### config.mk
export PLATFORM = sky130hd
export DESIGN_NAME = current_limited_slew_pwm_drive
export DESIGN_NICKNAME = d
export VERILOG_FILES = /design/src/sv/clspd_pkg.sv /design/src/sv/clspd_backoff.sv /design/src/sv/clspd_slew.sv /design/src/sv/current_limited_slew_pwm_drive.sv
export VERILOG_INCLUDE_DIRS = /design/src /design/src/sv
export SDC_FILE = /design/constraint.sdc
export NUM_CORES = 1
export LEC_CHECK = 0
export BUFFER_PORTS_ARGS = -buffer_cell sky130_fd_sc_hd__buf_2
export CORE_MARGIN = 2
export CORE_UTILIZATION = 50
export DETAILED_ROUTE_END_ITERATION = 8
export PLACE_DENSITY = 0.69
export SYNTH_ARGS = -nofsm -noshare
export SYNTH_HDL_FRONTEND = slang
export SYNTH_SLANG_ARGS = --single-unit
### constraint.sdc
create_clock -name clk -period 22 [get_ports clk]
set_input_delay 4.4 -clock clk [delete_from_list [all_inputs] [get_ports clk]]
set_output_delay 4.4 -clock clk [all_outputs]
set_load 0.01 [all_outputs]
### src/sv/assert_macros.svh
// Assertion macros used by the drive block's top-level RTL file.
`ifndef ASSERT_MACROS_SVH
`define ASSERT_MACROS_SVH

// Concurrent assertion on clk, disabled while reset is asserted.
`define ASSERT_CLK(label, prop, msg) \
	label: assert property (@(posedge clk) disable iff (!arst_n) prop) \
		else $error(msg);

// Concurrent assertion on clk that also checks during reset.
`define ASSERT_ALWAYS(label, prop, msg) \
	label: assert property (@(posedge clk) prop) \
		else $error(msg);

`endif

### src/sv/clspd_pkg.sv
// Package with constants, codes and types of the current-limited slew PWM drive.
`timescale 1ns / 1ps

package clspd_pkg;

	// Full-scale duty and the derived per-tick slew step.
	localparam int PWM_FULL_SCALE = 1000;
	localparam int SLEW_DIV       = 25;
	localparam int SLEW           = PWM_FULL_SCALE / SLEW_DIV;

	// Field widths.
	localparam int REQ_W   = 16;
	localparam int CUR_W   = 16;
	localparam int LIMIT_W = 15;
	localparam int DUTY_W  = 10;
	localparam int OFF_W   = 10;
	localparam int DRIVE_W = 11;
	localparam int CFG_W   = 15;

	// Backoff tuning.
	localparam int STEP_DIV      = 5;
	localparam int STEP_MIN      = 5;
	localparam int STEP_MAX      = 100;
	localparam int HOLD_BAND     = 20;
	localparam int DECAY         = 2;
	localparam int STEP_SAT_DIFF = STEP_MAX * STEP_DIV;
	localparam int STEP_W        = 7;
	// Reciprocal of five: x * 205 >> 10 equals x / 5 for x below 512.
	localparam int RECIP_DIV5  = 205;
	localparam int RECIP_SHIFT = 10;
	localparam int DIFF_LO_W   = 9;

	typedef enum logic [0:0] {
		CMD_DRIVE = 1'b0,
		CMD_IDLE  = 1'b1
	} cmd_t;

	typedef enum logic [0:0] {
		CFG_TRQ_ENABLE    = 1'b0,
		CFG_CURRENT_LIMIT = 1'b1
	} cfg_idx_t;

	typedef struct packed {
		logic               trq_enable;
		logic [LIMIT_W-1:0] current_limit;
	} cfg_t;

endpackage

### src/sv/clspd_backoff.sv
// Backoff offset update from the current sample and the limit settings.
`timescale 1ns / 1ps

module clspd_backoff import clspd_pkg::*; (
	input  cfg_t                    cfg,
	input  logic signed [CUR_W-1:0] measured_current,
	input  logic [OFF_W-1:0]        backoff,
	output logic [OFF_W-1:0]        backoff_next
);

	logic signed [CUR_W:0]   cur_x;
	logic signed [CUR_W:0]   lim_x;
	logic signed [CUR_W:0]   diff;
	logic                    over;
	logic                    in_band;
	logic                    sat;
	logic [DIFF_LO_W-1:0]    diff_lo;
	logic [DIFF_LO_W+7:0]    prod;
	logic [STEP_W-1:0]       quot;
	logic [STEP_W-1:0]       step;
	logic                    room;

	always_comb begin
		cur_x   = {measured_current[CUR_W-1], measured_current};
		lim_x   = $signed({{(CUR_W+1-LIMIT_W){1'b0}}, cfg.current_limit});
		diff    = cur_x - lim_x;
		over    = diff > $signed((CUR_W+1)'(0));
		in_band = $signed(diff + (CUR_W+1)'(HOLD_BAND)) > $signed((CUR_W+1)'(0));
		sat     = diff[CUR_W-1:0] >= CUR_W'(STEP_SAT_DIFF);

		// Below saturation the excess is under 512, so a reciprocal multiply divides by five.
		diff_lo = diff[DIFF_LO_W-1:0];
		prod    = diff_lo * 8'(RECIP_DIV5);
		quot    = STEP_W'(prod >> RECIP_SHIFT);

		if (sat) begin
			step = STEP_W'(STEP_MAX);
		end else if (quot < STEP_W'(STEP_MIN)) begin
			step = STEP_W'(STEP_MIN);
		end else begin
			step = quot;
		end

		room = ((OFF_W+1)'(backoff) + (OFF_W+1)'(step)) < (OFF_W+1)'(PWM_FULL_SCALE);

		if (!cfg.trq_enable) begin
			backoff_next = '0;
		end else if (over) begin
			backoff_next = room ? backoff + OFF_W'(step) : backoff;
		end else if (in_band) begin
			backoff_next = backoff;
		end else if (backoff > OFF_W'(DECAY)) begin
			backoff_next = backoff - OFF_W'(DECAY);
		end else begin
			backoff_next = backoff;
		end
	end

endmodule

### src/sv/clspd_slew.sv
// Target formation, full-scale clamp and slew limiting of the drive level.
`timescale 1ns / 1ps

module clspd_slew import clspd_pkg::*; (
	input  logic signed [REQ_W-1:0]   requested_pwm,
	input  logic [OFF_W-1:0]          backoff,
	input  logic signed [DRIVE_W-1:0] drive,
	output logic signed [DRIVE_W-1:0] drive_next
);

	localparam logic signed [REQ_W+1:0]  FsPos = (REQ_W+2)'(PWM_FULL_SCALE);
	localparam logic signed [REQ_W+1:0]  FsNeg = -FsPos;
	localparam logic signed [DRIVE_W:0]  SlewX = (DRIVE_W+1)'(SLEW);

	logic signed [REQ_W+1:0]   req_x;
	logic signed [REQ_W+1:0]   off_x;
	logic signed [REQ_W+1:0]   target;
	logic signed [DRIVE_W-1:0] tgt_c;
	logic signed [DRIVE_W:0]   t_x;
	logic signed [DRIVE_W:0]   d_x;
	logic signed [DRIVE_W:0]   up;
	logic signed [DRIVE_W:0]   dn;

	always_comb begin
		req_x = {{2{requested_pwm[REQ_W-1]}}, requested_pwm};
		off_x = $signed({{(REQ_W+2-OFF_W){1'b0}}, backoff});
		// A zero request is pushed the same way as a negative one.
		if (requested_pwm > $signed(REQ_W'(0))) begin
			target = req_x - off_x;
		end else begin
			target = req_x + off_x;
		end

		if (target > FsPos) begin
			tgt_c = DRIVE_W'(FsPos);
		end else if (target < FsNeg) begin
			tgt_c = DRIVE_W'(FsNeg);
		end else begin
			tgt_c = DRIVE_W'(target);
		end

		t_x = {tgt_c[DRIVE_W-1], tgt_c};
		d_x = {drive[DRIVE_W-1], drive};
		up  = d_x + SlewX;
		dn  = d_x - SlewX;

		if (t_x > up) begin
			drive_next = DRIVE_W'(up);
		end else if (t_x < dn) begin
			drive_next = DRIVE_W'(dn);
		end else begin
			drive_next = tgt_c;
		end
	end

endmodule

### src/sv/current_limited_slew_pwm_drive.sv
// Top level of the current-limited, slew-limited PWM drive.
//
//   channel   direction  handshake             payload
//   in        input      in_valid / in_stall   cmd, requested_pwm, measured_current
//   out       output     out_valid / out_stall duty_magnitude, clockwise, backoff_offset
//   cfg       input      cfg_we                cfg_index, cfg_data
//
// Every transaction yields one result, held first in the input register and then in the
// result register; one transaction enters per cycle while in_stall is low.
// All arithmetic for a tick sits between the two registers, and the state updates with it.
// Reset clears the backoff offset, the drive level, both settings and all valid flags.
// A stall on the output holds the result; the input register still takes one more
// transaction, and in_stall rises only once both registers are full.
`timescale 1ns / 1ps
`include "assert_macros.svh"

module current_limited_slew_pwm_drive import clspd_pkg::*; (
	input  logic                    clk,
	input  logic                    arst_n,
	// Input channel.
	input  logic                    in_valid,
	output logic                    in_stall,
	input  logic                    cmd,
	input  logic signed [REQ_W-1:0] requested_pwm,
	input  logic signed [CUR_W-1:0] measured_current,
	// Result channel.
	output logic                    out_valid,
	input  logic                    out_stall,
	output logic [DUTY_W-1:0]       duty_magnitude,
	output logic                    clockwise,
	output logic [OFF_W-1:0]        backoff_offset,
	// Configuration write port.
	input  logic                    cfg_we,
	input  logic                    cfg_index,
	input  logic [CFG_W-1:0]        cfg_data
);

	// Input register stage.
	logic                    valid_s1;
	cmd_t                    cmd_s1;
	logic signed [REQ_W-1:0] req_s1;
	logic signed [CUR_W-1:0] cur_s1;

	// Persistent state and settings.
	logic [OFF_W-1:0]          backoff_q;
	logic signed [DRIVE_W-1:0] drive_q;
	cfg_t                      cfg_q;

	// Result register stage.
	logic              valid_s2;
	logic [DUTY_W-1:0] duty_s2;
	logic              cw_s2;
	logic [OFF_W-1:0]  off_s2;

	logic                      s2_free;
	logic                      adv;
	logic                      in_take;
	logic                      idle;
	logic [OFF_W-1:0]          backoff_next;
	logic signed [DRIVE_W-1:0] drive_next;
	logic [OFF_W-1:0]          backoff_new;
	logic signed [DRIVE_W-1:0] drive_new;
	logic [DRIVE_W-1:0]        drive_abs;

	// The result register empties or is taken this cycle, so stage one may move on.
	assign s2_free  = !valid_s2 || !out_stall;
	assign adv      = valid_s1 && s2_free;
	assign in_stall = valid_s1 && !s2_free;
	assign in_take  = in_valid && !in_stall;
	assign idle     = (cmd_s1 == CMD_IDLE);

	clspd_backoff u_backoff (
		.cfg              (cfg_q),
		.measured_current (cur_s1),
		.backoff          (backoff_q),
		.backoff_next     (backoff_next)
	);

	clspd_slew u_slew (
		.requested_pwm (req_s1),
		.backoff       (backoff_next),
		.drive         (drive_q),
		.drive_next    (drive_next)
	);

	// An idle command drops both the drive and the offset to zero.
	always_comb begin
		backoff_new = idle ? '0 : backoff_next;
		drive_new   = idle ? '0 : drive_next;
		drive_abs   = drive_new[DRIVE_W-1] ? DRIVE_W'(-drive_new) : DRIVE_W'(drive_new);
	end

	always_ff @(posedge clk or negedge arst_n) begin
		if (!arst_n) begin
			valid_s1 <= 1'b0;
		end else if (in_take) begin
			valid_s1 <= 1'b1;
		end else if (adv) begin
			valid_s1 <= 1'b0;
		end
	end

	always_ff @(posedge clk) begin
		if (in_take) begin
			cmd_s1 <= cmd_t'(cmd);
			req_s1 <= requested_pwm;
			cur_s1 <= measured_current;
		end
	end

	// State advances once per transaction; idle also leaves torque mode and clears the limit.
	// The user writes only while no transaction is in flight; the block does not enforce it.
	always_ff @(posedge clk or negedge arst_n) begin
		if (!arst_n) begin
			backoff_q <= '0;
			drive_q   <= '0;
			cfg_q     <= '0;
		end else begin
			if (adv) begin
				backoff_q <= backoff_new;
				drive_q   <= drive_new;
			end
			if (adv && idle) begin
				cfg_q <= '0;
			end else if (cfg_we) begin
				case (cfg_idx_t'(cfg_index))
					CFG_TRQ_ENABLE: begin
						cfg_q.trq_enable <= cfg_data[0];
					end
					CFG_CURRENT_LIMIT: begin
						cfg_q.current_limit <= cfg_data[LIMIT_W-1:0];
					end
					default: begin
						cfg_q <= cfg_q;
					end
				endcase
			end
		end
	end

	always_ff @(posedge clk or negedge arst_n) begin
		if (!arst_n) begin
			valid_s2 <= 1'b0;
		end else if (adv) begin
			valid_s2 <= 1'b1;
		end else if (!out_stall) begin
			valid_s2 <= 1'b0;
		end
	end

	always_ff @(posedge clk) begin
		if (adv) begin
			duty_s2 <= drive_abs[DUTY_W-1:0];
			cw_s2   <= !drive_new[DRIVE_W-1];
			off_s2  <= backoff_new;
		end
	end

	assign out_valid      = valid_s2;
	assign duty_magnitude = duty_s2;
	assign clockwise      = cw_s2;
	assign backoff_offset = off_s2;

	`ASSERT_ALWAYS(a_backoff_range, !arst_n || (backoff_q < OFF_W'(PWM_FULL_SCALE)),
		"backoff out of range")
	`ASSERT_CLK(a_idle_clears,
		adv && idle |=> backoff_q == '0 && drive_q == '0 && !cfg_q.trq_enable,
		"idle did not clear state")
	`ASSERT_CLK(a_stall_full, in_stall |-> valid_s1 && valid_s2 && out_stall, "input stalled with room")
	`ASSERT_CLK(a_adv_result, adv |=> valid_s2, "advanced transaction lost")
	`ASSERT_CLK(a_state_hold, !adv |=> $stable(drive_q) && $stable(backoff_q),
		"state moved without a transaction")

endmodule
======== Word-level counts from Yosys, hierarchy flattened ========
Cells that the tools add are included.
Widths: inputs -> output; s select.
storage, ports and cells
  flip-flop bits (word level) ............. 93
  bits in latches ......................... 0
  bits in writable memories ............... 0
  memory bits (read-only) ................. 0
  memories ................................ 0
operators by class
  add/sub/neg operators ................... 10
  multiply operators ...................... 1
  divide/modulo/power cells ............... 0
  order comparisons ....................... 11
  equality and inequality tests ........... 2
  shift operators ......................... 0
  mux-type cells .......................... 23
  bitwise operators ....................... 0
  reductions and logical operators ........ 15
operator list
  kind                   number
  $mux 10                7
  $mux 11                5
  $gt 17x1->1 const B    2
  $mux 16                2
  $gt 18x11->1 const B   1
  $lt 18x11->1 const B   1
  $mux 18                1
  $add 16x11->17         1
  $add 17x6->17 const B  1
  $mul 9x8->17 const B   1
  $sub 16x11->17         1
  $sub 16x16->17         1
  $ge 16x9->1 const B    1
  $gt 16x1->1 const B    1
  $mux 15                1
  $mux 7                 2
  $add 11x7->12 const B  1
  $gt 11x12->1           1
  $lt 11x12->1           1
  $sub 11x7->12 const B  1
  $add 10x7->11          1
  $lt 11x10->1 const B   1
  $add 10x7->10          1
  $gt 10x2->1 const B    1
  10 further kinds       25

======== Longest topological paths before layout ========
  depth in word-level cells ............... 21
  mapped depth ............................ 81

======== Cells and area by module ========
From an unflattened synthesis, not the netlist that was laid out.
unflattened totals
  cells, all modules ...................... 1044
  area, all modules ....................... 9386.5 um2
modules (own cells, without submodules)
  module                          times used  cells an instance  area an instance (um2)  sequential area each (um2)
  clspd_backoff                   1           490                3718.6                  0.0
  current_limited_slew_pwm_drive  1           241                3449.6                  2597.5
  clspd_slew                      1           313                2218.4                  0.0

======== Worst setup path after synthesis ========
OpenSTA, ideal clock, no wires.
  path kind ............................... register to register
  start ................................... register cfg_q[0] (netlist bit)
  end ..................................... register duty_s2[1], in the netlist duty_magnitude[1], data pin
  setup time .............................. 260 ps
  arrival ................................. 15846 ps
  slack ................................... 5895 ps
  cell stages (with the launch flop) ...... 73
  buffers on the path ..................... 1
  clock period less this slack ............ 16105 ps
  path through ............................ dfrtp_1 -> ha_1 -> fa_1 -> nand2b_1 -> a21oi_1 -> nor2_1 -> xnor2_1 -> ha_1 -> inv_1 -> fa_1 -> inv_1 -> fa_1 -> inv_1 -> fa_1 -> inv_1 -> ha_1 -> a21oi_1 -> nor2b_1 -> [37 not listed] -> ha_1 -> nor2b_1 -> o21a_1 -> o21a_1 -> o21a_1 -> nor2_1 -> o21ai_0 -> a21o_1 -> a21o_1 -> a211o_1 -> o311ai_0 -> o21ai_0 -> nand2b_1 -> clkbuf_1 -> o41ai_1 -> inv_1 -> ha_1 -> mux2_2
between the ends
  longest elaborated chain between the ends .. 21
RTL lines
  element                 line                                   source
  start, declared         current_limited_slew_pwm_drive.sv:47   cfg_t cfg_q;
  start signal, assigned  current_limited_slew_pwm_drive.sv:134  cfg_q <= cfg_q;
  $sub 16x16->17 *        clspd_backoff.sv:26                    diff = cur_x - lim_x;
  $mul 9x8->17            clspd_backoff.sv:33                    prod = diff_lo * 8'(RECIP_DIV5);
  $lt 7x3->1              clspd_backoff.sv:38                    end else if (quot < STEP_W'(STEP_MIN)) begin
  $mux 7                  clspd_backoff.sv:38
  $mux 7                  clspd_backoff.sv:36                    if (sat) begin
  $add 10x7->11           clspd_backoff.sv:44                    room = ((OFF_W+1)'(backoff) + (OFF_W+1)'(step)) < (OFF_W+1)'(PWM_FULL_SCALE);
  $lt 11x10->1            clspd_backoff.sv:44
  $mux 10                 clspd_backoff.sv:49                    backoff_next = room ? backoff + OFF_W'(step) : backoff;
  [6 not listed]          -
  $mux 11 *               clspd_slew.sv:34                       if (target > FsPos) begin
  $lt 11x12->1            clspd_slew.sv:49                       end else if (t_x < dn) begin
  $mux 11                 clspd_slew.sv:49
  $mux 11 *               clspd_slew.sv:47                       if (t_x > up) begin
  $mux 11 *               current_limited_slew_pwm_drive.sv:89   drive_new = idle ? '0 : drive_next;
  $neg 10->10             current_limited_slew_pwm_drive.sv:90   drive_abs = drive_new[DRIVE_W-1] ? DRIVE_W'(-drive_new) : DRIVE_W'(drive_new);
  $mux 10 *               current_limited_slew_pwm_drive.sv:90
  via drive_abs[1]        current_limited_slew_pwm_drive.sv:63   logic [DRIVE_W-1:0] drive_abs;
  end signal, assigned    current_limited_slew_pwm_drive.sv:153  duty_s2 <= drive_abs[DUTY_W-1:0];
  end, declared           current_limited_slew_pwm_drive.sv:51   logic [DUTY_W-1:0] duty_s2;
The timed path passes the listed nets; every way through them passes the cells marked *.
A chain may end at the register's enable or synchronous reset.

======== Final worst setup path ========
  start ................................... register cfg_q[0] (netlist bit)
  end ..................................... register duty_s2[6], in the netlist duty_magnitude[6], data pin
The elaborated chain is that of the path after synthesis.

==> impl_metrics.toml <==
[run_status]
outcome = "finished, final reports clean"

[clock_network]
post-cts-setup-buffer-count = 0
clock_sinks = 93
tritoncts = "done"
root_buffer = "clkbuf_16"
clk_pin_slew_ns = 0.07
postCtsResizedCells = 0
cts_made_buffers = 9
clock_tree.buffer_depth = 2
clock_latency_ns = 0.35
hold_buffers = 0
htreeDepth = 3

[synth]
async_reset_ff_frac = 0.419
synth_cell_types = 99
synth-warning-count = 0
synth_top_area_frac = 0.173
yosysTopAreaCell = "edfxtp_1"
syn_nets = 1246
synth_ff_type = "edfxtp_1"
syn_avg_cell_area_um2 = 8.86
synth_cells = 1058
synth_area_leaders = "edfxtp_1, ha_1, dfrtp_1, nand2_1, a21oi_1"
synth_seq_cells = 93
ys_seq_area_frac = 0.277
synth-edff-count = 54
synth_area_mm2 = 0.00937

[critical_path]
arrival_ns = 18.12
startpoint_type = "flip-flop"
r2r_cells = 74
critPathCapture = "duty_magnitude[6]"
cpPeakStageDelay_ns = 0.80
r2r-start = "cfg_q[0]"
worstPathRequired_ns = 22.08
cpMostUsedCell = "o21a_1"
worstSetupPathType = "flip-flop to flip-flop"
cp_max_fo = 13
r2r_slack_ns = 3.97
end_kind = "flip-flop"
startpoint = "cfg_q[0]"
crit_path_top_delay_cell = "nor4b_1"
worstReg2RegEnd = "duty_magnitude[6]"

[floorplan]
pin_count = 77
core_region_area_mm2 = 0.0186
die_w_um = 141
row_count = 50
die_y_um = 141
dieArea_mm2 = 0.0199
start_util = 0.505

[global_routing]
grt_use_total = 0.230
overflow = 0
grt_max_degree = 40
grt_first_pass_wirelength_mm = 37.1
antenna_found_initial = 0
grt_pass1_vias = 7541

[sta]
setup_viol = 0
final-hold-violation-count = 0
fin_crit_ns = 18.03
fin_crit_sh = 0.820
setup-tns-final_ns = 0
rsz0062_at_grt = "no"
fin_skew_ns = 0.0101
final_max_slew_viol_count = 0
max_slew_margin = 0.344
worst_pin_slew_ns = 0.984
max_freq_mhz = 55.5

[detailed_routing]
detail_route.wl_per_cell_um = 16.4
via_per_inst = 5.80
wl_met2_mm = 9.80
dr_wl_met3_um = 883
drt-initial-drc-count = 579
met1Wirelength_mm = 11.2
routed-via-count = 7864
firstDrtPassIters = 5
drtAntennaViolNets = 0
drc = 0
wirelength_mm = 22.2
top_layer = "met4"

[finish]
final_common_cell = "ha_1"
layout.cells.most_common_list = "ha_1, nand2_1, inv_1"
area_delta_synth_final_pct = 9.05
final_nets = 1304
finalCoreUtilization = 0.550
drive_gt1_frac = 0.122
antenna_cells = 0

[power_and_ir_drop]
p_leak_uw = 0.00455
p_per_area_mw_per_mm2 = 144
irDropWorstVdd_uv = 104

[placement]
dp_hpwl_mm = 17.3
gp_congestion = 0.935
port_buffers = 76

[flow_run]
drv_cap = 0

[min_path]
hold_class = "flip-flop to flip-flop"
==> cells by family after synthesis <==
group           Yosys count  share of synthesized area
compound gates          290                      0.216
xor+xnor                 55                     0.0514
fa+ha+maj               134                      0.192
buf+inv                 120                     0.0518
flops                    93                      0.277
mux                      19                     0.0226
simple gates            347                      0.189
==> synthesized netlist by cell type, drive strengths merged (4+ instances only) <==
cell type and instances:
o21a 28, xor2 19, nor4 8, nand4 12, and3 9, o211ai 13
nand3b 5, clkbuf 28, a21oi 73, o21bai 4, o21ai 50, fa 17
o31ai 12, buf 8, or3 6, ha 117, inv 84, nand2 109
mux2 7, a211o 4, nand3 24, or2 10, nand2b 15, a21o 27
xnor2 36, edfxtp 54, a21boi 8, nor3 30, nor2 70, o2111ai 4
a221oi 4, nor2b 15, a31oi 9, and2 17, o41ai 6, dfrtp 39
a211oi 16, mux2i 12
==> cell type report <==
class	count	area [um2]
clock buffer	11	233
fill	1684	8360
inverter	84	315
multi-input combinational	845	6290
timing repair buffer	83	433
sequential	93	2600
clock inverter	5	60.1
tap	234	293
==> state kept, by name (all words and copies together) (netlist names), 10 cells and up <==
register / cells
cur_s1: 16
backoff_offset: 10
drive_q: 11
duty_magnitude: 10
cfg_q: 16
req_s1: 16
backoff_q: 10
==> power by group <==
part / total, uW / leakage, uW / internal (uW) / switching (uW)
Clock: 159 / 0.000141 / 88.9 / 69.8
Combinational: 1080 / 0.00337 / 461 / 616
Sequential: 240 / 0.00104 / 218 / 22.1
==> through the flow <==
| step | setup slack [ns] | power [uW] | cell area, um2 | hold slack [ns] | instances |
|---|---|---|---|---|---|
| global route | 2.43 | 1640 | 10200 | 0.537 | 1355 |
| global placement | 4.68 | 1290 | 9930 | 0.489 | 1339 |
| finish | 3.97 | 1480 | 10200 | 0.509 | 1355 |
| floorplan | 5.89 | 1090 | 9370 | 0.472 | 1058 |
| CTS | 4.13 | 1470 | 10200 | 0.511 | 1355 |
| detailed placement | 4.20 | 1300 | 9930 | 0.497 | 1339 |
==> critical path: cells and delay by family (launching register included) <==
family / cells / cell delay (ns)
AOI/OAI and AO/OA: 32 / 7.18
muxes: 3 / 0.84
and+or+nand+nor: 17 / 3.70
adders and majority gates: 12 / 4.12
DFF: 1 / 0.38
xor gates and xnor gates: 4 / 1.02
buffers and inverters: 6 / 0.50
==> per-layer routing <==
metal | vias up | GRT usage
met2 | 196 | 0.358
met3 | 23 | 0.0323
met5 | - | 0
met4 | 0 | 0.0621
li1 | 3973 | -
met1 | 3672 | 0.337
==> worst min path at each step <==
stage	from	endpoint	cells after the start
6_report	valid_s1	out_valid	1
5_1_grt	valid_s1	out_valid	1
4_1_cts	valid_s1	out_valid	1
3_5_place_dp	valid_s1	out_valid	1
3_3_place_gp	valid_s1	out_valid	1
2_1_floorplan	valid_s1	out_valid	1
Power figures use the tool's default switching activity.
